### src/rtl/btrf_pkg.sv
// Shared types and constants for the batch ticket ring FIFO.
// Used by btrf_ctrl, btrf_dp and batch_ticket_ring_fifo; no dependencies.
`timescale 1ns / 1ps

package btrf_pkg;

  localparam int DEPTH_DEF    = 16;
  localparam int TICKET_W_DEF = 32;

  localparam int DATA_W     = 32;
  localparam int COUNT_W    = 5;
  localparam int OCC_W      = 5;
  localparam int OP_W       = 2;
  localparam int STATUS_W   = 3;
  localparam int TDATA_W    = 40;
  localparam int CFG_ADDR_W = 3;
  localparam int CFG_DATA_W = 32;

  localparam logic CFG_IDX_START_TICKET = 1'b0;

  typedef enum logic [OP_W-1:0] {
    OP_PUSH  = 2'd0,
    OP_POP   = 2'd1,
    OP_CLOSE = 2'd2
  } op_t;

  typedef enum logic [STATUS_W-1:0] {
    STS_PUSHED   = 3'd0,
    STS_FULL     = 3'd1,
    STS_CLOSED   = 3'd2,
    STS_BADSIZE  = 3'd3,
    STS_NODATA   = 3'd4,
    STS_POPDATA  = 3'd5,
    STS_CLOSEACK = 3'd6
  } status_t;

  typedef enum logic {
    ST_IDLE = 1'b0,
    ST_POP  = 1'b1
  } state_t;

  typedef struct packed {
    logic take;
    logic pop_emit;
  } ctl_cmd_t;

  typedef struct packed {
    logic out_free;
    logic pop_go;
    logic pop_last;
  } dp_sts_t;

endpackage

### src/rtl/batch_ticket_ring_fifo.sv
// Push and close answers appear in the cycle after the transfer; a pop shows
// its first element after the registered read port of the slot memory and
// the output register. Push and close items go one per cycle while the output
// is free; a pop holds the input until its last element is in the output register.
// Reset: synchronous, active low; clears tickets, closed flag and run state.
// The slot memory is not cleared. Depends on btrf_pkg, btrf_ctrl, btrf_dp.
`timescale 1ns / 1ps

module batch_ticket_ring_fifo #(
  parameter int DEPTH        = btrf_pkg::DEPTH_DEF,
  parameter int TICKET_WIDTH = btrf_pkg::TICKET_W_DEF
) (
  input  logic                                clk,
  input  logic                                rst_n,
  input  logic                                in_tvalid,
  output logic                                in_tready,
  input  logic [btrf_pkg::TDATA_W-1:0]        in_tdata,   // batch_count, value
  input  logic [btrf_pkg::OP_W-1:0]           in_tuser,   // operation
  input  logic                                in_tlast,
  output logic                                out_tvalid,
  input  logic                                out_tready,
  output logic [btrf_pkg::TDATA_W-1:0]        out_tdata,  // data_out, occupancy, is_closed
  output logic [btrf_pkg::STATUS_W-1:0]       out_tuser,  // status
  output logic                                out_tlast,
  input  logic                                cfg_psel,
  input  logic                                cfg_penable,
  input  logic                                cfg_pwrite,
  input  logic [btrf_pkg::CFG_ADDR_W-1:0]     cfg_paddr,
  input  logic [btrf_pkg::CFG_DATA_W-1:0]     cfg_pwdata,
  output logic [btrf_pkg::CFG_DATA_W-1:0]     cfg_prdata,
  output logic                                cfg_pready
);

  btrf_pkg::ctl_cmd_t              cmd;
  btrf_pkg::dp_sts_t               sts;
  btrf_pkg::status_t               out_status;
  logic [btrf_pkg::DATA_W-1:0]     out_data;
  logic [btrf_pkg::OCC_W-1:0]      out_occupancy;
  logic                            out_closed;
  logic [btrf_pkg::CFG_DATA_W-1:0] start_ticket;
  logic                            reg_hit;
  logic                            cfg_we;

  assign cfg_pready = 1'b1;
  assign reg_hit    = (cfg_paddr[2] == btrf_pkg::CFG_IDX_START_TICKET);
  assign cfg_we     = cfg_psel && cfg_penable && cfg_pwrite && cfg_pready && reg_hit;
  assign cfg_prdata = reg_hit ? start_ticket : '0;

  btrf_ctrl u_ctrl (
    .clk       (clk),
    .rst_n     (rst_n),
    .in_tvalid (in_tvalid),
    .in_tready (in_tready),
    .sts       (sts),
    .cmd       (cmd)
  );

  btrf_dp #(
    .DEPTH        (DEPTH),
    .TICKET_WIDTH (TICKET_WIDTH)
  ) u_dp (
    .clk            (clk),
    .rst_n          (rst_n),
    .cmd            (cmd),
    .sts            (sts),
    .cfg_we         (cfg_we),
    .cfg_data       (cfg_pwdata),
    .start_ticket   (start_ticket),
    .in_operation   (in_tuser),
    .in_batch_count (in_tdata[btrf_pkg::COUNT_W-1:0]),
    .in_value       (in_tdata[btrf_pkg::COUNT_W +: btrf_pkg::DATA_W]),
    .in_last        (in_tlast),
    .out_tready     (out_tready),
    .out_valid      (out_tvalid),
    .out_status     (out_status),
    .out_data       (out_data),
    .out_last       (out_tlast),
    .out_occupancy  (out_occupancy),
    .out_closed     (out_closed)
  );

  assign out_tuser = out_status;
  assign out_tdata = {2'b00, out_closed, out_occupancy, out_data};

endmodule

### src/rtl/btrf_ctrl.sv
// Controller state machine of the batch ticket ring FIFO.
// Depends on btrf_pkg; drives commands into btrf_dp from its status.
`timescale 1ns / 1ps

module btrf_ctrl (
  input  logic                clk,
  input  logic                rst_n,
  input  logic                in_tvalid,
  output logic                in_tready,
  input  btrf_pkg::dp_sts_t   sts,
  output btrf_pkg::ctl_cmd_t  cmd
);

  btrf_pkg::state_t state_r;
  btrf_pkg::state_t state_nxt;

  always_ff @(posedge clk) begin
    if (!rst_n) begin
      state_r <= btrf_pkg::ST_IDLE;
    end else begin
      state_r <= state_nxt;
    end
  end

  always_comb begin
    state_nxt = state_r;
    unique case (state_r)
      btrf_pkg::ST_IDLE: begin
        if (in_tvalid && sts.out_free && sts.pop_go) begin
          state_nxt = btrf_pkg::ST_POP;
        end
      end
      btrf_pkg::ST_POP: begin
        if (sts.out_free && sts.pop_last) begin
          state_nxt = btrf_pkg::ST_IDLE;
        end
      end
      default: state_nxt = btrf_pkg::ST_IDLE;
    endcase
  end

  always_comb begin
    in_tready    = 1'b0;
    cmd.take     = 1'b0;
    cmd.pop_emit = 1'b0;
    unique case (state_r)
      btrf_pkg::ST_IDLE: begin
        in_tready = sts.out_free;
        cmd.take  = in_tvalid && sts.out_free;
      end
      btrf_pkg::ST_POP: begin
        cmd.pop_emit = sts.out_free;
      end
      default: begin
        in_tready = 1'b0;
      end
    endcase
  end

endmodule

### src/rtl/btrf_dp.sv
// Datapath of the batch ticket ring FIFO: tickets, run tracking, slot memory
// and output register. Depends on btrf_pkg; commanded by btrf_ctrl.
`timescale 1ns / 1ps

module btrf_dp #(
  parameter int DEPTH        = btrf_pkg::DEPTH_DEF,
  parameter int TICKET_WIDTH = btrf_pkg::TICKET_W_DEF
) (
  input  logic                                clk,
  input  logic                                rst_n,
  input  btrf_pkg::ctl_cmd_t                  cmd,
  output btrf_pkg::dp_sts_t                   sts,
  input  logic                                cfg_we,
  input  logic [btrf_pkg::CFG_DATA_W-1:0]     cfg_data,
  output logic [btrf_pkg::CFG_DATA_W-1:0]     start_ticket,
  input  logic [btrf_pkg::OP_W-1:0]           in_operation,
  input  logic [btrf_pkg::COUNT_W-1:0]        in_batch_count,
  input  logic [btrf_pkg::DATA_W-1:0]         in_value,
  input  logic                                in_last,
  input  logic                                out_tready,
  output logic                                out_valid,
  output btrf_pkg::status_t                   out_status,
  output logic [btrf_pkg::DATA_W-1:0]         out_data,
  output logic                                out_last,
  output logic [btrf_pkg::OCC_W-1:0]          out_occupancy,
  output logic                                out_closed
);

  localparam int IDX_W = (DEPTH > 1) ? $clog2(DEPTH) : 1;
  localparam int TW    = TICKET_WIDTH;
  localparam int CMP_W = ((TW > 17) ? TW : 17) + 1;
  localparam logic [CMP_W-1:0] DEPTH_C = CMP_W'(DEPTH);

  logic [btrf_pkg::DATA_W-1:0] mem [DEPTH];

  logic [TW-1:0]                   wr_ticket_r, wr_ticket_nxt;
  logic [TW-1:0]                   rd_ticket_r, rd_ticket_nxt;
  logic                            closed_r, closed_nxt;
  logic                            in_run_r, in_run_nxt;
  btrf_pkg::status_t               run_status_r, run_status_nxt;
  logic [TW-1:0]                   run_base_r, run_base_nxt;
  logic [btrf_pkg::COUNT_W-1:0]    run_size_r, run_size_nxt;
  logic [btrf_pkg::COUNT_W-1:0]    run_written_r, run_written_nxt;
  logic [btrf_pkg::CFG_DATA_W-1:0] start_ticket_r, start_ticket_nxt;
  logic [btrf_pkg::COUNT_W-1:0]    remaining_r, remaining_nxt;
  logic [IDX_W-1:0]                rd_addr_r, rd_addr_nxt;
  logic [btrf_pkg::DATA_W-1:0]     rdata_r;

  logic                            out_valid_r, out_valid_nxt;
  btrf_pkg::status_t               out_status_r, out_status_nxt;
  logic [btrf_pkg::DATA_W-1:0]     out_data_r, out_data_nxt;
  logic                            out_last_r, out_last_nxt;
  logic [btrf_pkg::OCC_W-1:0]      out_occ_r, out_occ_nxt;
  logic                            out_closed_r, out_closed_nxt;

  logic [TW-1:0]                   occ_cur;
  logic [TW-1:0]                   occ_nxt;
  logic [CMP_W-1:0]                occ_ext;
  logic [CMP_W-1:0]                count_ext;
  logic                            size_bad;
  logic                            room_bad;
  logic                            data_short;
  btrf_pkg::status_t               first_status;
  btrf_pkg::status_t               eff_status;
  logic [TW-1:0]                   eff_base;
  logic [btrf_pkg::COUNT_W-1:0]    eff_size;
  logic [btrf_pkg::COUNT_W-1:0]    eff_written;
  logic                            push_wr;
  logic [btrf_pkg::COUNT_W-1:0]    written_new;
  logic [TW-1:0]                   slot_ticket;
  logic                            mem_we;
  logic                            out_load;

  assign occ_cur    = wr_ticket_r - rd_ticket_r;
  assign occ_ext    = CMP_W'(occ_cur);
  assign count_ext  = CMP_W'(in_batch_count);
  assign size_bad   = (in_batch_count == '0) || (count_ext > DEPTH_C);
  assign room_bad   = (occ_ext + count_ext) > DEPTH_C;
  assign data_short = occ_ext < count_ext;

  always_comb begin
    if (size_bad) begin
      first_status = btrf_pkg::STS_BADSIZE;
    end else if (closed_r) begin
      first_status = btrf_pkg::STS_CLOSED;
    end else if (room_bad) begin
      first_status = btrf_pkg::STS_FULL;
    end else begin
      first_status = btrf_pkg::STS_PUSHED;
    end
  end

  assign eff_status  = in_run_r ? run_status_r  : first_status;
  assign eff_base    = in_run_r ? run_base_r    : wr_ticket_r;
  assign eff_size    = in_run_r ? run_size_r    : in_batch_count;
  assign eff_written = in_run_r ? run_written_r : '0;
  assign push_wr     = (eff_status == btrf_pkg::STS_PUSHED) && (eff_written < eff_size);
  assign written_new = eff_written + btrf_pkg::COUNT_W'(push_wr);
  assign slot_ticket = eff_base + TW'(eff_written);

  assign sts.out_free = !out_valid_r || out_tready;
  assign sts.pop_go   = (in_operation == btrf_pkg::OP_POP) && !size_bad && !data_short;
  assign sts.pop_last = (remaining_r == btrf_pkg::COUNT_W'(1));

  always_comb begin
    wr_ticket_nxt    = wr_ticket_r;
    rd_ticket_nxt    = rd_ticket_r;
    closed_nxt       = closed_r;
    in_run_nxt       = in_run_r;
    run_status_nxt   = run_status_r;
    run_base_nxt     = run_base_r;
    run_size_nxt     = run_size_r;
    run_written_nxt  = run_written_r;
    start_ticket_nxt = start_ticket_r;
    remaining_nxt    = remaining_r;
    rd_addr_nxt      = rd_addr_r;
    mem_we           = 1'b0;
    out_load         = 1'b0;
    out_status_nxt   = out_status_r;
    out_data_nxt     = '0;
    out_last_nxt     = 1'b1;

    if (cfg_we) begin
      wr_ticket_nxt    = TW'(cfg_data);
      rd_ticket_nxt    = TW'(cfg_data);
      start_ticket_nxt = cfg_data;
      in_run_nxt       = 1'b0;
      run_status_nxt   = btrf_pkg::STS_PUSHED;
      run_size_nxt     = '0;
      run_written_nxt  = '0;
    end else if (cmd.take) begin
      case (in_operation)
        btrf_pkg::OP_PUSH: begin
          run_status_nxt  = eff_status;
          run_base_nxt    = eff_base;
          run_size_nxt    = eff_size;
          run_written_nxt = written_new;
          mem_we          = push_wr;
          if (in_last) begin
            in_run_nxt     = 1'b0;
            out_load       = 1'b1;
            out_status_nxt = eff_status;
            if (eff_status == btrf_pkg::STS_PUSHED) begin
              wr_ticket_nxt = eff_base + TW'(written_new);
            end
          end else begin
            in_run_nxt = 1'b1;
          end
        end
        btrf_pkg::OP_POP: begin
          if (size_bad) begin
            out_load       = 1'b1;
            out_status_nxt = btrf_pkg::STS_BADSIZE;
          end else if (data_short) begin
            out_load       = 1'b1;
            out_status_nxt = btrf_pkg::STS_NODATA;
          end else begin
            rd_ticket_nxt = rd_ticket_r + TW'(in_batch_count);
            remaining_nxt = in_batch_count;
            rd_addr_nxt   = rd_ticket_r[IDX_W-1:0];
          end
        end
        btrf_pkg::OP_CLOSE: begin
          closed_nxt     = 1'b1;
          out_load       = 1'b1;
          out_status_nxt = btrf_pkg::STS_CLOSEACK;
        end
        default: begin
          out_load = 1'b0;
        end
      endcase
    end else if (cmd.pop_emit) begin
      out_load       = 1'b1;
      out_status_nxt = btrf_pkg::STS_POPDATA;
      out_data_nxt   = rdata_r;
      out_last_nxt   = sts.pop_last;
      remaining_nxt  = remaining_r - btrf_pkg::COUNT_W'(1);
      rd_addr_nxt    = rd_addr_r + IDX_W'(1);
    end

    occ_nxt        = wr_ticket_nxt - rd_ticket_nxt;
    out_occ_nxt    = occ_nxt[btrf_pkg::OCC_W-1:0];
    out_closed_nxt = closed_nxt;
    if (out_load) begin
      out_valid_nxt = 1'b1;
    end else if (out_tready) begin
      out_valid_nxt = 1'b0;
    end else begin
      out_valid_nxt = out_valid_r;
    end
  end

  always_ff @(posedge clk) begin
    if (!rst_n) begin
      wr_ticket_r    <= '0;
      rd_ticket_r    <= '0;
      closed_r       <= 1'b0;
      in_run_r       <= 1'b0;
      run_status_r   <= btrf_pkg::STS_PUSHED;
      run_base_r     <= '0;
      run_size_r     <= '0;
      run_written_r  <= '0;
      start_ticket_r <= '0;
      remaining_r    <= '0;
      out_valid_r    <= 1'b0;
    end else begin
      wr_ticket_r    <= wr_ticket_nxt;
      rd_ticket_r    <= rd_ticket_nxt;
      closed_r       <= closed_nxt;
      in_run_r       <= in_run_nxt;
      run_status_r   <= run_status_nxt;
      run_base_r     <= run_base_nxt;
      run_size_r     <= run_size_nxt;
      run_written_r  <= run_written_nxt;
      start_ticket_r <= start_ticket_nxt;
      remaining_r    <= remaining_nxt;
      out_valid_r    <= out_valid_nxt;
    end
  end

  always_ff @(posedge clk) begin
    rd_addr_r <= rd_addr_nxt;
    if (out_load) begin
      out_status_r <= out_status_nxt;
      out_data_r   <= out_data_nxt;
      out_last_r   <= out_last_nxt;
      out_occ_r    <= out_occ_nxt;
      out_closed_r <= out_closed_nxt;
    end
  end

  always_ff @(posedge clk) begin
    if (mem_we) begin
      mem[slot_ticket[IDX_W-1:0]] <= in_value;
    end
    rdata_r <= mem[rd_addr_nxt];
  end

  assign start_ticket  = start_ticket_r;
  assign out_valid     = out_valid_r;
  assign out_status    = out_status_r;
  assign out_data      = out_data_r;
  assign out_last      = out_last_r;
  assign out_occupancy = out_occ_r;
  assign out_closed    = out_closed_r;

  a_occ_bound: assert property (@(posedge clk) disable iff (!rst_n)
    occ_ext <= DEPTH_C)
    else $error("held elements exceed ring depth");

  a_emit_remaining: assert property (@(posedge clk) disable iff (!rst_n)
    cmd.pop_emit |-> (remaining_r != '0))
    else $error("pop element emitted with nothing remaining");

  a_pop_start: assert property (@(posedge clk) disable iff (!rst_n)
    (cmd.take && sts.pop_go && !cfg_we) |=> (remaining_r != '0))
    else $error("accepted pop left no elements to deliver");

  a_run_written: assert property (@(posedge clk) disable iff (!rst_n)
    in_run_r |-> (run_written_r <= run_size_r))
    else $error("push run wrote beyond its declared size");

endmodule
### config.mk
export PLATFORM = sky130hd
export DESIGN_NAME = batch_ticket_ring_fifo
export DESIGN_NICKNAME = d
export VERILOG_FILES = /design/src/rtl/btrf_pkg.sv /design/src/rtl/batch_ticket_ring_fifo.sv /design/src/rtl/btrf_ctrl.sv /design/src/rtl/btrf_dp.sv
export SDC_FILE = /design/constraint.sdc
export NUM_CORES = 1
export LEC_CHECK = 0
export BUFFER_PORTS_ARGS = -buffer_cell sky130_fd_sc_hd__buf_2
export CAP_MARGIN = 0
export CORE_MARGIN = 4
export CORE_UTILIZATION = 30
export DETAILED_ROUTE_END_ITERATION = 16
export GPL_ROUTABILITY_DRIVEN = 0
export SYNTH_ARGS = -nofsm -noshare
export SYNTH_HDL_FRONTEND = slang
export SYNTH_SLANG_ARGS = --single-unit
### constraint.sdc
create_clock -name clk -period 20.6 [get_ports clk]
set_input_delay 1.03 -clock clk [delete_from_list [all_inputs] [get_ports clk]]
set_output_delay 1.03 -clock clk [all_outputs]
set_load 0.01 [all_outputs]
# Yosys cells after proc, flatten, opt, wreduce, memory -nomap -nowiden

Memory sizes are Yosys's and may differ from the RTL's. A register that Yosys moved wholly into a read port is not among the register bits.
Cells that the tools add are included.

Add/subtract/negate cells: 9
$lt $le $gt $ge: 4
Equality and inequality tests: 9
Muxes and demuxes: 59
Bitwise logic cells: 5
Reductions and logical operators: 25

Operators with widths:

| kind                                                            | count |
|---|---|
| two-way mux 32 bit                                              | 12 |
| adder 32 x 5 -> 32 bit                                          | 2 |
| two-way mux 5 bit                                               | 7 |
| adder 32 x 5 -> 33 bit                                          | 1 |
| greater-than comparator 33 x 5 -> 1 bit (second input constant) | 1 |
| less-than comparator 32 x 5 -> 1 bit                            | 1 |
| subtractor 32 bit                                               | 1 |
| two-way mux 3 bit                                               | 8 |
| two-way mux 4 bit                                               | 6 |
| two-way mux 1 bit                                               | 23 |
| logical AND 1 bit                                               | 9 |
| case mux 3 bit (3 select lines)                                 | 1 |
| AND reduction 6 bit                                             | 1 |
| adder 5 x 1 -> 5 bit                                            | 1 |
| == test 5 x 1 -> 1 bit (second input constant)                  | 1 |
| greater-than comparator 5 bit (second input constant)           | 1 |
| zero test 5 bit                                                 | 1 |
| less-than comparator 5 bit                                      | 1 |
| inverter 1 bit                                                  | 5 |
| AND reduction 5 bit                                             | 1 |
| subtractor 5 x 1 -> 5 bit (second input constant)               | 1 |
| subtractor 5 bit                                                | 1 |
| adder 4 x 1 -> 4 bit (second input constant)                    | 1 |
| adder 4 bit                                                     | 1 |
| 18 further kinds                                                | 23 |

Bits in registers: 196
Bits in writable memories: 512
Bits of input ports: 85
Output and inout bits: 79
Memories kept: 1

Memories:

| memory   | words | width | rd ports | clocked after memory_dff | wr ports | line          | RTL |
|---|---|---|---|---|---|---|---|
| u_dp.mem | 16    | 32    | 1        | 1                        | 1        | btrf_dp.sv:34 | `logic [btrf_pkg::DATA_W-1:0] mem [DEPTH];` |

# Longest topological paths before layout

Gate-level depths: netlist of run 1.

Depth after elaboration: 17
Depth in mapped cells: 40

# Hierarchy

From an unflattened synthesis of run 1, not the netlist that was laid out.

Cells, all modules: 3112
Area total of the unflattened synthesis: 34496.8 µm²

Modules (own cells, without submodules):

| module                 | instances | cells each | area an instance (µm²) |
|---|---|---|---|
| btrf_dp                | 1         | 3063       | 34162.8 |
| batch_ticket_ring_fifo | 1         | 42         | 270.3 |
| btrf_ctrl              | 1         | 7          | 63.8 |

# Worst setup path after synthesis of run 1

No wires, ideal clock.

Path kind: flip-flop to flip-flop
Start: register u_dp.rd_ticket_r[0]
End: register u_dp.wr_ticket_r[27]
Setup time: 0.131 ns
Arrival: 7.288 ns
Required time: 20.469 ns
Path slack: 13.181 ns
Cell stages (with the launch flop): 32
Cell sequence: dfxtp_1 > ha_1 > inv_1 > fa_1 > a211oi_1 > o211ai_1 > a211o_1 > a221oi_2 > and3b_1 > nand4_1 > or4_1 > a2111o_1 > nor4_1 > a21oi_1 > o21ai_1 > and3_1 > ha_1 > nand2_1 > xor2_1 > nor2_1 > ha_1 > a21oi_1 > nand2_1 > a21o_1 > a21o_1 > nand2_1 > nor3_1 > nand3_1 > or4b_2 > mux2_2 > o221ai_1 > a21oi_1

Word-level cells in the longest chain between the ends: 16

Ends and longest elaborated chain:

| what                                        | line                          | RTL |
|---|---|---|
| from (decl)                                 | btrf_dp.sv:37                 | `logic [TW-1:0] rd_ticket_r, rd_ticket_nxt;` |
| from (signal assigned)                      | btrf_dp.sv:208                | `rd_ticket_r <= rd_ticket_nxt;` |
| subtractor 32 bit (*)                       | btrf_dp.sv:74                 | `assign occ_cur = wr_ticket_r - rd_ticket_r;` |
| adder 32 x 5 -> 33 bit (*)                  | btrf_dp.sv:78                 | `assign room_bad = (occ_ext + count_ext) > DEPTH_C;` |
| greater-than comparator 33 x 5 -> 1 bit (*) | btrf_dp.sv:78                 |  |
| two-way mux 1 bit (*)                       | btrf_dp.sv:86                 | `end else if (room_bad) begin` |
| two-way mux 3 bit (*)                       | btrf_dp.sv:84                 | `end else if (closed_r) begin` |
| two-way mux 3 bit (*)                       | btrf_dp.sv:82                 | `if (size_bad) begin` |
| two-way mux 3 bit (*)                       | btrf_dp.sv:93                 | `assign eff_status = in_run_r ? run_status_r : first_status;` |
| zero test 3 bit (*)                         | btrf_dp.sv:97, btrf_dp.sv:143 |  |
| logical AND 1 bit                           | btrf_dp.sv:97                 | `assign push_wr = (eff_status == btrf_pkg::STS_PUSHED) && (eff_written < eff_size);` |
| adder 5 x 1 -> 5 bit                        | btrf_dp.sv:98                 | `assign written_new = eff_written + btrf_pkg::COUNT_W'(push_wr);` |
| adder 32 x 5 -> 32 bit                      | btrf_dp.sv:144                | `wr_ticket_nxt = eff_base + TW'(written_new);` |
| two-way mux 32 bit (*)                      | btrf_dp.sv:143                | `if (eff_status == btrf_pkg::STS_PUSHED) begin` |
| two-way mux 32 bit (*)                      | btrf_dp.sv:139                | `if (in_last) begin` |
| two-way mux 32 bit (*)                      | btrf_dp.sv:132                | `case (in_operation)` |
| two-way mux 32 bit (*)                      | btrf_dp.sv:131                | `end else if (cmd.take) begin` |
| two-way mux 32 bit (*)                      | btrf_dp.sv:123                | `if (cfg_we) begin` |
| to (signal assigned)                        | btrf_dp.sv:207                | `wr_ticket_r <= wr_ticket_nxt;` |
| to (decl)                                   | btrf_dp.sv:36                 | `logic [TW-1:0] wr_ticket_r, wr_ticket_nxt;` |

Mark *: on every way between the ends. The rest lies on a longest branch, timed or not.
A chain may end at the register's enable or synchronous reset.

# Worst setup path in the final report of run 1

Same ends and word-level chain as after synthesis.

==> reports/qor.txt, run 1 <==
==========================================================================================
Switch Pwr ..................................................................    0.00105 W
1st-iter DRT viols ..........................................................         1553
Global routing usage summed across all routing layers .......................        14.6%
RR Endpoint ................................................................. u_dp.wr_ticket_r[27]
Number of nets with antenna violations after detailed routing ...............            0
HPWL Detailed ...............................................................      52.0 mm
Final Max Slew Viols ........................................................            0
Remaining Overflow, GRT .....................................................            0
Async S/R FF share, synth ...................................................           0%
Number of vias per cell after detailed routing ..............................         4.97
Start point of the worst hold path .......................................... u_dp.start_ticket[24]
Startpoint Class ............................................................     register
Wire length of the first global-routing pass ................................       131 mm
Run status .................................................................. complete, no violations
Initial core utilization ....................................................        30.3%
Startpoint of the most critical register-to-register path ................... u_dp.rd_ticket_r[0]
Arrival @ worst endpoint ....................................................      9.33 ns
Horizontal die dimension ....................................................       342 um
Leak ........................................................................      14.3 nW
Critical path data required time ............................................     21.07 ns
Endpoint with the worst hold slack .......................................... u_dp.start_ticket[24]
Vertical die dimension ......................................................       342 um
Final setup viols ...........................................................            0
Most frequent cell after synthesis .......................................... sky130_fd_sc_hd__edfxtp_1
Cell accounting for the most synthesized area ............................... sky130_fd_sc_hd__edfxtp_1
Vias in the first global route ..............................................        21300
Largest clock skew in the final design ......................................    0.0453 ns
Combinational power share ...................................................        18.0%
Clock net sink count ........................................................          740
Global routing met1 resource utilization ....................................        19.0%
Flops & latches, synth ......................................................          740
Clock network power share ...................................................        37.6%
Number of rows created at floorplan .........................................          122
Total of warnings raised by yosys ...........................................            0
Area taken by multi-input logic gates .......................................    12300 um2
Count of vias placed by the detailed router .................................        22100
Min Tclk post-route .........................................................      8.85 ns
R2R Setup Slk ...............................................................     11.75 ns
Share of the core filled with cells .........................................        34.8%
Register area share after synthesis .........................................        60.8%
Clock edge transition at the registers on the reported setup and hold paths .      0.07 ns
Worst-Skew Late Latency .....................................................      0.65 ns
Number of hold-slack violations in the final timing report ..................            0
Pwr Density .................................................................  98.1 nW/um2
Count of max-cap constraint violations ......................................            0
Total area of sequential cells ..............................................    20400 um2
I/O Pins ....................................................................          164
Area inside the core boundary ...............................................   111000 um2
Routed len/inst .............................................................      19.8 um
Final-layout setup total negative slack .....................................         0 ns
Switching Fraction ..........................................................        27.8%
Drc violations ..............................................................            0
Cell family with the largest share of critical-path delay ................... simple AND/OR/NAND/NOR gates
Max stage delay cell, worst path ............................................ sky130_fd_sc_hd__or4b_2
Actual transition at the worst max-transition pin ...........................      1.14 ns
Max Freq ....................................................................    0.113 GHz
Count of cells resized by post-cts repair ...................................            0
Dominant cells by area after synthesis ...................................... sky130_fd_sc_hd__edfxtp_1 (50%), sky130_fd_sc_hd__dfxtp_1 (11%), sky130_fd_sc_hd__mux2i_1 (8.5%)
Delay contributed by the slowest stage of the critical path .................      0.79 ns
Number of port buffers ......................................................          155
Met2 global-route usage .....................................................        24.4%
Post-synth top area share ...................................................        49.7%
Worst hold path depth .......................................................            2
Post-synthesis cell type count ..............................................           84
Most used flip-flop cell after synthesis .................................... sky130_fd_sc_hd__edfxtp_1
Global routing usage on met3 ................................................        3.45%
Total CTS buffers ...........................................................           80
Most crowded layer after global routing .....................................         met2
Full die area ...............................................................   117000 um2
Max_slew headroom ...........................................................        23.9%
Crit-path max FO ............................................................            7
Synthesized netlist cell count ..............................................         2768
Top cells by count, synth ................................................... sky130_fd_sc_hd__edfxtp_1 (554), sky130_fd_sc_hd__mux2i_1 (285), sky130_fd_sc_hd__nand2_1 (260), sky130_fd_sc_hd__a21oi_1 (218), sky130_fd_sc_hd__dfxtp_1 (186)
Length of the first detailed-routing pass in iterations .....................            5
Crit end category ...........................................................     register
Initial antenna violation count .............................................           21
Fin nets ....................................................................         3052
Clock tree from TritonCTS ...................................................        built
Largest net degree at the start of global routing ...........................          131
Hold WC Path Type ........................................................... register to register
Category of the most critical setup path .................................... register to register
Maximum ir drop on the vdd rail .............................................      96.1 uV
Worst setup path startpoint ................................................. u_dp.rd_ticket_r[0]
Combined area of all synthesized cells ......................................    33500 um2
H-Tree Level Count ..........................................................            3
EDFF count, synth ...........................................................          554
Total Routed Length .........................................................      88.4 mm
Unrepaired setup endpoints after global routing .............................           no
Max clock buf depth .........................................................            3
Number of cells on the worst reg-to-reg path ................................           32
Filler cell count in the final layout .......................................        10900
Synthesis-to-finish area growth .............................................        14.9%
Fin crit share ..............................................................        43.0%
Average size of a mapped cell ...............................................     12.1 um2
Int Power ...................................................................    0.00273 W
Number of buffers inserted to repair setup after CTS ........................            0
Most used cell along the critical path ...................................... sky130_fd_sc_hd__a21oi_1
Share of cells above drive strength 1 .......................................        12.5%
Buffering stage count on the worst path with inverters included .............            2
CTS root buf ................................................................ sky130_fd_sc_hd__clkbuf_16
Number of buffers added to fix hold violations after cts ....................            0
Share of power burned in registers ..........................................        44.3%
==========================================================================================
## layer usage
layer  part of all wire, %  vias to the layer above
met2                    48                      493
met3                   5.8                      145
li1                      -                    10600
met1                    44                    10900
met5                  0.11                        -
met4                   2.1                       14
## state kept, by name (all words and copies together) (netlist names), 3 cells and up
name                flops
u_dp.mem              512
u_dp.out_data          32
u_dp.out_occupancy      5
u_dp.out_status         3
u_dp.rd_addr_r          4
u_dp.rd_ticket_r       32
u_dp.rdata_r           32
u_dp.remaining_r        5
u_dp.run_base_r        32
u_dp.run_size_r         5
u_dp.run_status_r       3
u_dp.run_written_r      5
u_dp.start_ticket      32
u_dp.wr_ticket_r       32
## cell usage in the layout, fill, tap and decap left out, types with 82 or more instances in the layout
| master | n |
|---|---|
| sky130_fd_sc_hd__nand2_1 | 252 |
| sky130_fd_sc_hd__mux2i_1 | 285 |
| sky130_fd_sc_hd__a21oi_1 | 218 |
| sky130_fd_sc_hd__dfxtp_1 | 185 |
| sky130_fd_sc_hd__o22ai_1 | 139 |
| sky130_fd_sc_hd__o21ai_0 | 91 |
| sky130_fd_sc_hd__nor2_1 | 119 |
| sky130_fd_sc_hd__clkbuf_16 | 82 |
| sky130_fd_sc_hd__buf_2 | 155 |
| sky130_fd_sc_hd__edfxtp_1 | 554 |
## power by group through the flow
stage          Clock [W]  Combinational [W]  Sequential (W)
3_5_place_dp           0           0.000683         0.00171
3_3_place_gp           0           0.000678         0.00171
5_1_grt          0.00152           0.000742         0.00168
4_1_cts          0.00146           0.000685         0.00168
6_report         0.00142           0.000682         0.00167
2_1_floorplan          0           0.000507         0.00170
## logic make-up (layout without fill, tap and decap cells)
family | after synthesis | in the layout | synth area share (%)
flops | 740 | 740 | 60.8
simple gates | 736 | 736 | 10.9
compound gates | 608 | 608 | 11.1
mux | 294 | 294 | 8.82
buf+inv | 223 | 409 | 2.99
xor+xnor | 88 | 88 | 2.37
fa+ha+maj | 77 | 77 | 3.01
other cells | 2 | 15 | 0.0224
## worst register-to-register path: cells and delay by family, from the launching register on
kind            cells  cell delay (ns)
simple gates       11             3.12
fa+ha+maj           4             1.18
flops               1             0.41
xor+xnor            2             0.52
compound gates     12             2.92
mux                 1             0.30
buf+inv             2             0.25
## area by class of cell
| type | instances | area share (%) |
|---|---|---|
| clock buffer | 113 | 5.84 |
| multi-input combinational | 1806 | 31.9 |
| tap | 1488 | 4.84 |
| inverter | 74 | 0.725 |
| antenna | 12 | 0.0780 |
| sequential | 740 | 52.9 |
| timing repair buffer | 188 | 2.69 |
| clock inverter | 34 | 1.01 |
## through the flow
stage | worst slack (ns) | hold WS [ns] | total power, W | instances | instance area (um2)
finish | 11.75 | 0.448 | 0.00378 | 4455 | 38500
global route | 11.05 | 0.470 | 0.00394 | 4444 | 38500
CTS | 11.75 | 0.450 | 0.00382 | 4443 | 38500
detailed placement | 11.79 | 0.442 | 0.00239 | 4296 | 35800
global placement | 11.94 | 0.437 | 0.00238 | 4296 | 35800
floorplan | 13.18 | 0.432 | 0.00220 | 2769 | 33500
## worst max path at each step
| stage | endpoint | depth (start not counted) | slack (ns) |
|---|---|---|---|
| 2_1_floorplan | u_dp.wr_ticket_r[27] | 31 | 13.18 |
| 3_3_place_gp | u_dp.wr_ticket_r[27] | 32 | 11.94 |
| 3_5_place_dp | u_dp.wr_ticket_r[27] | 32 | 11.79 |
| 4_1_cts | u_dp.wr_ticket_r[27] | 32 | 11.75 |
| 5_1_grt | u_dp.wr_ticket_r[27] | 32 | 11.05 |
| 6_report | u_dp.wr_ticket_r[27] | 32 | 11.75 |
Note: power is estimated with default switching activity, not from simulation.
==> run 2, diff against run 1 <==
==> constraint.sdc (replaced) <==
create_clock -name clk -period 7.2 [get_ports clk]
set_input_delay 0.36 -clock clk [delete_from_list [all_inputs] [get_ports clk]]
set_output_delay 0.36 -clock clk [all_outputs]
set_load 0.01 [all_outputs]
==> run 2 against run 1 <==
Effect of this change:
- wire length is 3.5% higher
- clock skew is 0.014 ns lower
- sequential share of layout area is 2.6 points lower
- critical path type unchanged
- die area stayed put
- highest routed layer unchanged
- sequential power grew to 2.9 times the previous value
==> reports/qor.txt, run 2 (synthesized netlist as in run 1, its figures left out) <==
==========================================================================================
Number of rows created at floorplan .........................................          122   unchanged
Cell family with the largest share of critical-path delay ................... compound AO/OA/AOI/OAI gates
1st-iter DRT viols ..........................................................         1581   +1.8%
Horizontal die dimension ....................................................       342 um   unchanged
Total Routed Length .........................................................      91.5 mm   +3.5%
Unrepaired setup endpoints after global routing .............................          yes
Largest net degree at the start of global routing ...........................           82   -37%
Global routing met1 resource utilization ....................................        18.9%   -0.11 points
Max_slew headroom ...........................................................        21.4%   -2.5 points
Max Freq ....................................................................    0.141 GHz   +24%
Drc violations ..............................................................            0   unchanged
Worst hold-check slack ......................................................    0.0508 ns   -0.397 ns
Synthesis-to-finish area growth .............................................        21.0%
Clock tree from TritonCTS ...................................................        built
Global routing usage on met3 ................................................        3.30%   -0.16 points
Number of hold-slack violations in the final timing report ..................            0   unchanged
Number of placed instances, taps included ...................................         4495   +4.6%
Pwr Density .................................................................   274 nW/um2   +180%
Final setup viols ...........................................................            0   unchanged
Arrival @ worst endpoint ....................................................      7.60 ns   -1.73 ns
I/O Pins ....................................................................          164   unchanged
Share of cells above drive strength 1 .......................................        19.2%   +6.8 points
Most crowded layer after global routing .....................................         met2
Worst-Skew Late Latency .....................................................      0.66 ns   about the same
Area inside the core boundary ...............................................   111000 um2   unchanged
Vias in the first global route ..............................................        22500   +5.7%
Initial core utilization ....................................................        30.3%   unchanged
Number of flip-flops under the largest register name ........................          512   unchanged
CTS root buf ................................................................ sky130_fd_sc_hd__clkbuf_16
Delay contributed by the slowest stage of the critical path .................      0.55 ns   -0.24 ns
Met2 global-route usage .....................................................        26.5%   +2.1 points
Routed len/inst .............................................................      19.6 um   -1.2%
Leak ........................................................................      15.5 nW   +8.2%
Count of vias placed by the detailed router .................................        23000   +4.1%
Crit-path max FO ............................................................            3   -4
Actual transition at the worst max-transition pin ...........................      1.18 ns   +0.0380 ns
Number of nets with antenna violations after detailed routing ...............            0   unchanged
Crit end category ...........................................................     register
Buffering stage count on the worst path with inverters included .............            3   +1
Global routing usage summed across all routing layers .......................        15.2%   +0.56 points
Total CTS buffers ...........................................................           78   -2.5%
Min Tclk post-route .........................................................      7.12 ns   -1.74 ns
Run status .................................................................. complete, no violations
Maximum ir drop on the vdd rail .............................................       187 uV   +94%
Vertical die dimension ......................................................       342 um   unchanged
Max stage delay cell, worst path ............................................ sky130_fd_sc_hd__or4b_4
Startpoint Class ............................................................     register
Share of the core filled with cells .........................................        36.6%   +1.8 points
Clock net sink count ........................................................          740   unchanged
Clock edge transition at the registers on the reported setup and hold paths .      0.06 ns   about the same
Commonest cells after routing, fill and taps aside .......................... sky130_fd_sc_hd__edfxtp_1 (554), sky130_fd_sc_hd__mux2i_1 (285), sky130_fd_sc_hd__nand2_1 (250)
Most frequent standard cell in the layout excluding fill and tap cells ...... sky130_fd_sc_hd__edfxtp_1
Largest clock skew in the final design ......................................    0.0309 ns   -0.0144 ns
Length of the first detailed-routing pass in iterations .....................            5   unchanged
Full die area ...............................................................   117000 um2   unchanged
Final instance count without filler cells ...................................         4671   +4.8%
Final Max Slew Viols ........................................................            0   unchanged
Max clock buf depth .........................................................            3   unchanged
Remaining Overflow, GRT .....................................................            0   unchanged
Total design power ..........................................................     0.0111 W   +190%
Count of max-cap constraint violations ......................................            0   unchanged
Number of port buffers ......................................................          155   unchanged
Hold WC Path Type ........................................................... input port to register
Critical path data required time ............................................      7.68 ns   -13.39 ns
Number of vias per cell after detailed routing ..............................         4.93   -0.70%
Fin crit share ..............................................................        98.8%   +56 points
Setup Slack @ Placement .....................................................    -0.300 ns   -12.09 ns
Filler cell count in the final layout .......................................        10800   -1.2%
H-Tree Level Count ..........................................................            3   unchanged
Worst setup slack after layout ..............................................    0.0831 ns   -11.66 ns
Wire length of the first global-routing pass ................................       136 mm   +4.0%
HPWL Detailed ...............................................................      57.8 mm   +11%
Fin nets ....................................................................         3274   +7.3%
Initial antenna violation count .............................................           19   -9.5%
Category of the most critical setup path .................................... register to register
==========================================================================================
==> run 2: where the power goes <==
part | internal [W] | leakage, nW | switching (W)
registers | 0.00472 | 6.53 | 0.0000557
logic | 0.000949 | 7.62 | 0.00127
clock network | 0.00237 | 1.30 | 0.00175
total | 0.00804 | 15.5 | 0.00308
==> run 2: stage by stage <==
| stage | instance area [um2] | setup TNS, ns |
|---|---|---|
| after floorplan | 33500 | 0 |
| after global placement | 37500 | -0.431 |
| after detailed placement | 37500 | -0.833 |
| after CTS | 40300 | 0 |
| after global routing | 40500 | -1.45 |
| final | 40500 | 0 |
==> run 2: repair_timing <==
action / 4_1_cts / 5_1_grt
endpoints found under the setup margin: 10 / 28
hold buffers: 21 / 0
pin swaps: 1 / 36
resized for setup: 6 / 42
setup buffers: 0 / 5
endpoints found under the hold margin: 22 / 0
==> run 2: final timing paths <==
| path | startpoint | to | slack, ns | cells after the start |
|---|---|---|---|---|
| max | u_dp.wr_ticket_r[0] | u_dp.wr_ticket_r[27] | 0.08 | 32 |
| min | cfg_pwdata[30] | u_dp.rd_ticket_r[30] | 0.05 | 3 |
| max reg2reg | u_dp.wr_ticket_r[0] | u_dp.wr_ticket_r[27] | 0.08 | 32 |
| min reg2reg | u_dp.start_ticket[22] | u_dp.start_ticket[22] | 0.45 | 2 |
==> run 2: cell type report <==
cell class	count	area [um2]	area share (%)
Clock buffer	100	2110	5.20
Sequential cell	740	20400	50.3
Antenna cell	5	12.5	0.0309
Inverter	74	279	0.689
Timing Repair Buffer	412	2910	7.17
Tap cell	1488	1860	4.59
Clock inverter	46	536	1.32
Multi-Input combinational cell	1806	12500	30.7
==> run 2: metal layers <==
metal / wire, um / vias up / part of all wire, %
li1: - / 11100 / -
met1: 39500 / 11300 / 43
met2: 44900 / 500 / 49
met3: 4810 / 154 / 5.3
met4: 2220 / 14 / 2.4
met5: 91 / - / 0.099
==> run 2: worst reg2reg max path: cells and delay by family, from the launching register on <==
kind,cells,cell delay (ns)
DFF,1,0.32
muxes,1,0.32
adders and majority gates,3,0.66
xor gates and xnor gates,1,0.18
AOI/OAI and AO/OA,12,2.63
buffers and inverters,3,0.24
and+or+nand+nor,12,2.62
==> run 3, diff against run 2 <==
--- a/config.mk
+++ b/config.mk
@@ -11,6 +11,8 @@
 export CORE_UTILIZATION = 30
 export DETAILED_ROUTE_END_ITERATION = 16
 export GPL_ROUTABILITY_DRIVEN = 0
+export GPL_TIMING_DRIVEN = 0
 export SYNTH_ARGS = -nofsm -noshare
 export SYNTH_HDL_FRONTEND = slang
 export SYNTH_SLANG_ARGS = --single-unit
+export TNS_END_PERCENT = 30
==> run 3 against run 2 <==
Effect of this change:
- the run now ends with setup timing left
- clock power fell by 1%
- critical path depth did not move
- register-to-register slack got worse by 0.27 ns
- cell area fell by 1.0%
- fmax fell by 3.7%
- count of clock-buffer cells in the layout rose by 8
- power fell by 0.20%
- global-route usage rose by 1.4 points
- combinational power barely moved
- die area did not move
==> reports/qor.txt, run 3 (synthesized netlist as in run 1, its figures left out) <==
==========================================================================================
Run status .................................................................. complete, but fails checks
Failing checks .............................................................. setup timing
Actual transition at the worst max-transition pin ...........................      1.10 ns   -0.0754 ns
Min Tclk post-route .........................................................      7.39 ns   +0.273 ns
Clock tree from TritonCTS ...................................................        built
Wire length of the first global-routing pass ................................       146 mm   +6.8%
Clock net sink count ........................................................          740   unchanged
Worst setup slack after layout ..............................................    -0.190 ns   -0.273 ns
Final Max Slew Viols ........................................................            0   unchanged
Hold WC Path Type ........................................................... input port to register
Initial core utilization ....................................................        30.3%   unchanged
H-Tree Level Count ..........................................................            3   unchanged
Max_slew headroom ...........................................................        26.7%   +5.2 points
Total area of sequential cells ..............................................    20400 um2   unchanged
Maximum ir drop on the vdd rail .............................................       245 uV   +31%
Fin crit share ..............................................................         103%   +3.8 points
Vias in the first global route ..............................................        22800   +1.3%
Total CTS buffers ...........................................................           77   -1.3%
Routed len/inst .............................................................      21.9 um   +12%
Number of nets with antenna violations after detailed routing ...............            0   unchanged
HPWL Detailed ...............................................................      69.4 mm   +20%
Area taken by multi-input logic gates .......................................    12700 um2   +2.1%
Number of port buffers ......................................................          155   unchanged
Number of vias per cell after detailed routing ..............................         5.15   +4.4%
Max clock buf depth .........................................................            3   unchanged
Number of placed instances, taps included ...................................         4430   -1.4%
R2R Setup Slk ...............................................................     -0.19 ns   -0.27 ns
Worst-Skew Late Latency .....................................................      0.65 ns   about the same
Startpoint Class ............................................................     register
Commonest cells after routing, fill and taps aside .......................... sky130_fd_sc_hd__edfxtp_1 (554), sky130_fd_sc_hd__mux2i_1 (285), sky130_fd_sc_hd__nand2_1 (256)
Area inside the core boundary ...............................................   111000 um2   unchanged
Delay contributed by the slowest stage of the critical path .................      0.59 ns   +0.04 ns
Crit end category ...........................................................     register
Total Routed Length .........................................................       101 mm   +11%
1st-iter DRT viols ..........................................................         2256   +43%
Category of the most critical setup path .................................... register to register
Global routing usage summed across all routing layers .......................        16.6%   +1.4 points
Crit-path max FO ............................................................            5   +2
Final-layout setup total negative slack .....................................    -0.190 ns   -0.190 ns
Fin nets ....................................................................         3222   -1.6%
Unrepaired setup endpoints after global routing .............................          yes
CTS root buf ................................................................ sky130_fd_sc_hd__clkbuf_16
Number of rows created at floorplan .........................................          122   unchanged
Leak ........................................................................      14.9 nW   -3.4%
Full die area ...............................................................   117000 um2   unchanged
Length of the first detailed-routing pass in iterations .....................            6   +1
Number of hold-slack violations in the final timing report ..................            0   unchanged
Number of flip-flops under the largest register name ........................          512   unchanged
Max Freq ....................................................................    0.135 GHz   -3.7%
Final instance count without filler cells ...................................         4616   -1.2%
Largest clock skew in the final design ......................................    0.0556 ns   +0.0246 ns
Most frequent standard cell in the layout excluding fill and tap cells ...... sky130_fd_sc_hd__edfxtp_1
I/O Pins ....................................................................          164   unchanged
Share of the core filled with cells .........................................        36.2%   -0.38 points
Pwr Density .................................................................   277 nW/um2   +0.86%
Worst hold-check slack ......................................................    0.0308 ns   -0.0200 ns
Share of cells above drive strength 1 .......................................        16.4%   -2.8 points
Arrival @ worst endpoint ....................................................      7.89 ns   +0.29 ns
Synthesis-to-finish area growth .............................................        19.8%
Largest net degree at the start of global routing ...........................           23   -72%
Count of max-cap constraint violations ......................................            0   unchanged
Critical path data required time ............................................      7.70 ns   +0.02 ns
Final setup viols ...........................................................            1   +1
Max stage delay cell, worst path ............................................ sky130_fd_sc_hd__or4b_4
Clock edge transition at the registers on the reported setup and hold paths .      0.06 ns   about the same
Remaining Overflow, GRT .....................................................            0   unchanged
Vertical die dimension ......................................................       342 um   unchanged
Filler cell count in the final layout .......................................        10800   +0.21%
Drc violations ..............................................................            0   unchanged
Count of vias placed by the detailed router .................................        23800   +3.1%
Initial antenna violation count .............................................           20   +1
Horizontal die dimension ....................................................       342 um   unchanged
==========================================================================================
## run 3: cell types whose count changed in the layout (fill, tap and decap cells not counted), sizes merged
cell           delta
clkinvlp          +3
clkinv           -12
bufinv            -2
diode             +1
clkdlybuf4s18     +1
clkbuf           +77
dlygate4sd3      -10
inv               -2
buf             -111
## run 3: metrics by stage
step           setup WS [ns]  area [um2]  power (W)
2_1_floorplan         0.0133       33500    0.00631
4_1_cts              0.00868       39600     0.0111
3_3_place_gp           -3.30       36100    0.00702
6_report              -0.190       40100     0.0111
3_5_place_dp           -2.92       36700    0.00704
5_1_grt               -0.429       40100     0.0115
## run 3: worst paths after layout
check                              from                     to  cells past startpoint
hold / removal            cfg_pwdata[9]   u_dp.start_ticket[9]                      3
setup reg to reg    u_dp.wr_ticket_r[0]   u_dp.wr_ticket_r[27]                     32
setup / recovery    u_dp.wr_ticket_r[0]   u_dp.wr_ticket_r[27]                     32
hold reg to reg   u_dp.start_ticket[22]  u_dp.start_ticket[22]                      2
## run 3: cell type report
type	count	area share [%]
inverter	74	0.693
buffer	143	1.80
multi-input combinational	1806	31.7
tap	1488	4.64
antenna	6	0.0374
timing repair buffer	218	3.84
clock buffer	108	5.48
sequential	740	50.8
clock inverter	33	1.00
## run 3: timing repair
action,CTS,global route
gates cloned,0,0
hold endpoints to repair,10,1
setup endpoints to repair,550,26
pin swaps,17,41
resized for setup,52,68
setup buffers,10,24
hold buffers,10,1
## run 3: report_power, final
group | switching [W] | total (W) | internal [W]
logic | 0.00139 | 0.00225 | 0.000861
registers | 0.0000552 | 0.00478 | 0.00472
clock network | 0.00173 | 0.00406 | 0.00234
## run 3: routing by layer
| layer | up-vias | GRT usage [%] | wire (um) |
|---|---|---|---|
| li1 | 10900 | - | - |
| met1 | 11700 | 21.8 | 42700 |
| met2 | 894 | 26.8 | 46600 |
| met3 | 217 | 3.84 | 7980 |
| met4 | 16 | 6.05 | 3810 |
| met5 | - | 0 | 93 |
## run 3: critical path, delay by kind of cell, from the launching register on
kind                     cells  cell delay, ns
AND/OR/NAND/NOR             11            2.44
multiplexers                 2            0.53
XOR/XNOR                     1            0.13
flip-flops                   1            0.33
AO/OA/AOI/OAI               12            2.66
buffers and inverters        2            0.11
adder cells (fa/ha/maj)      4            1.07
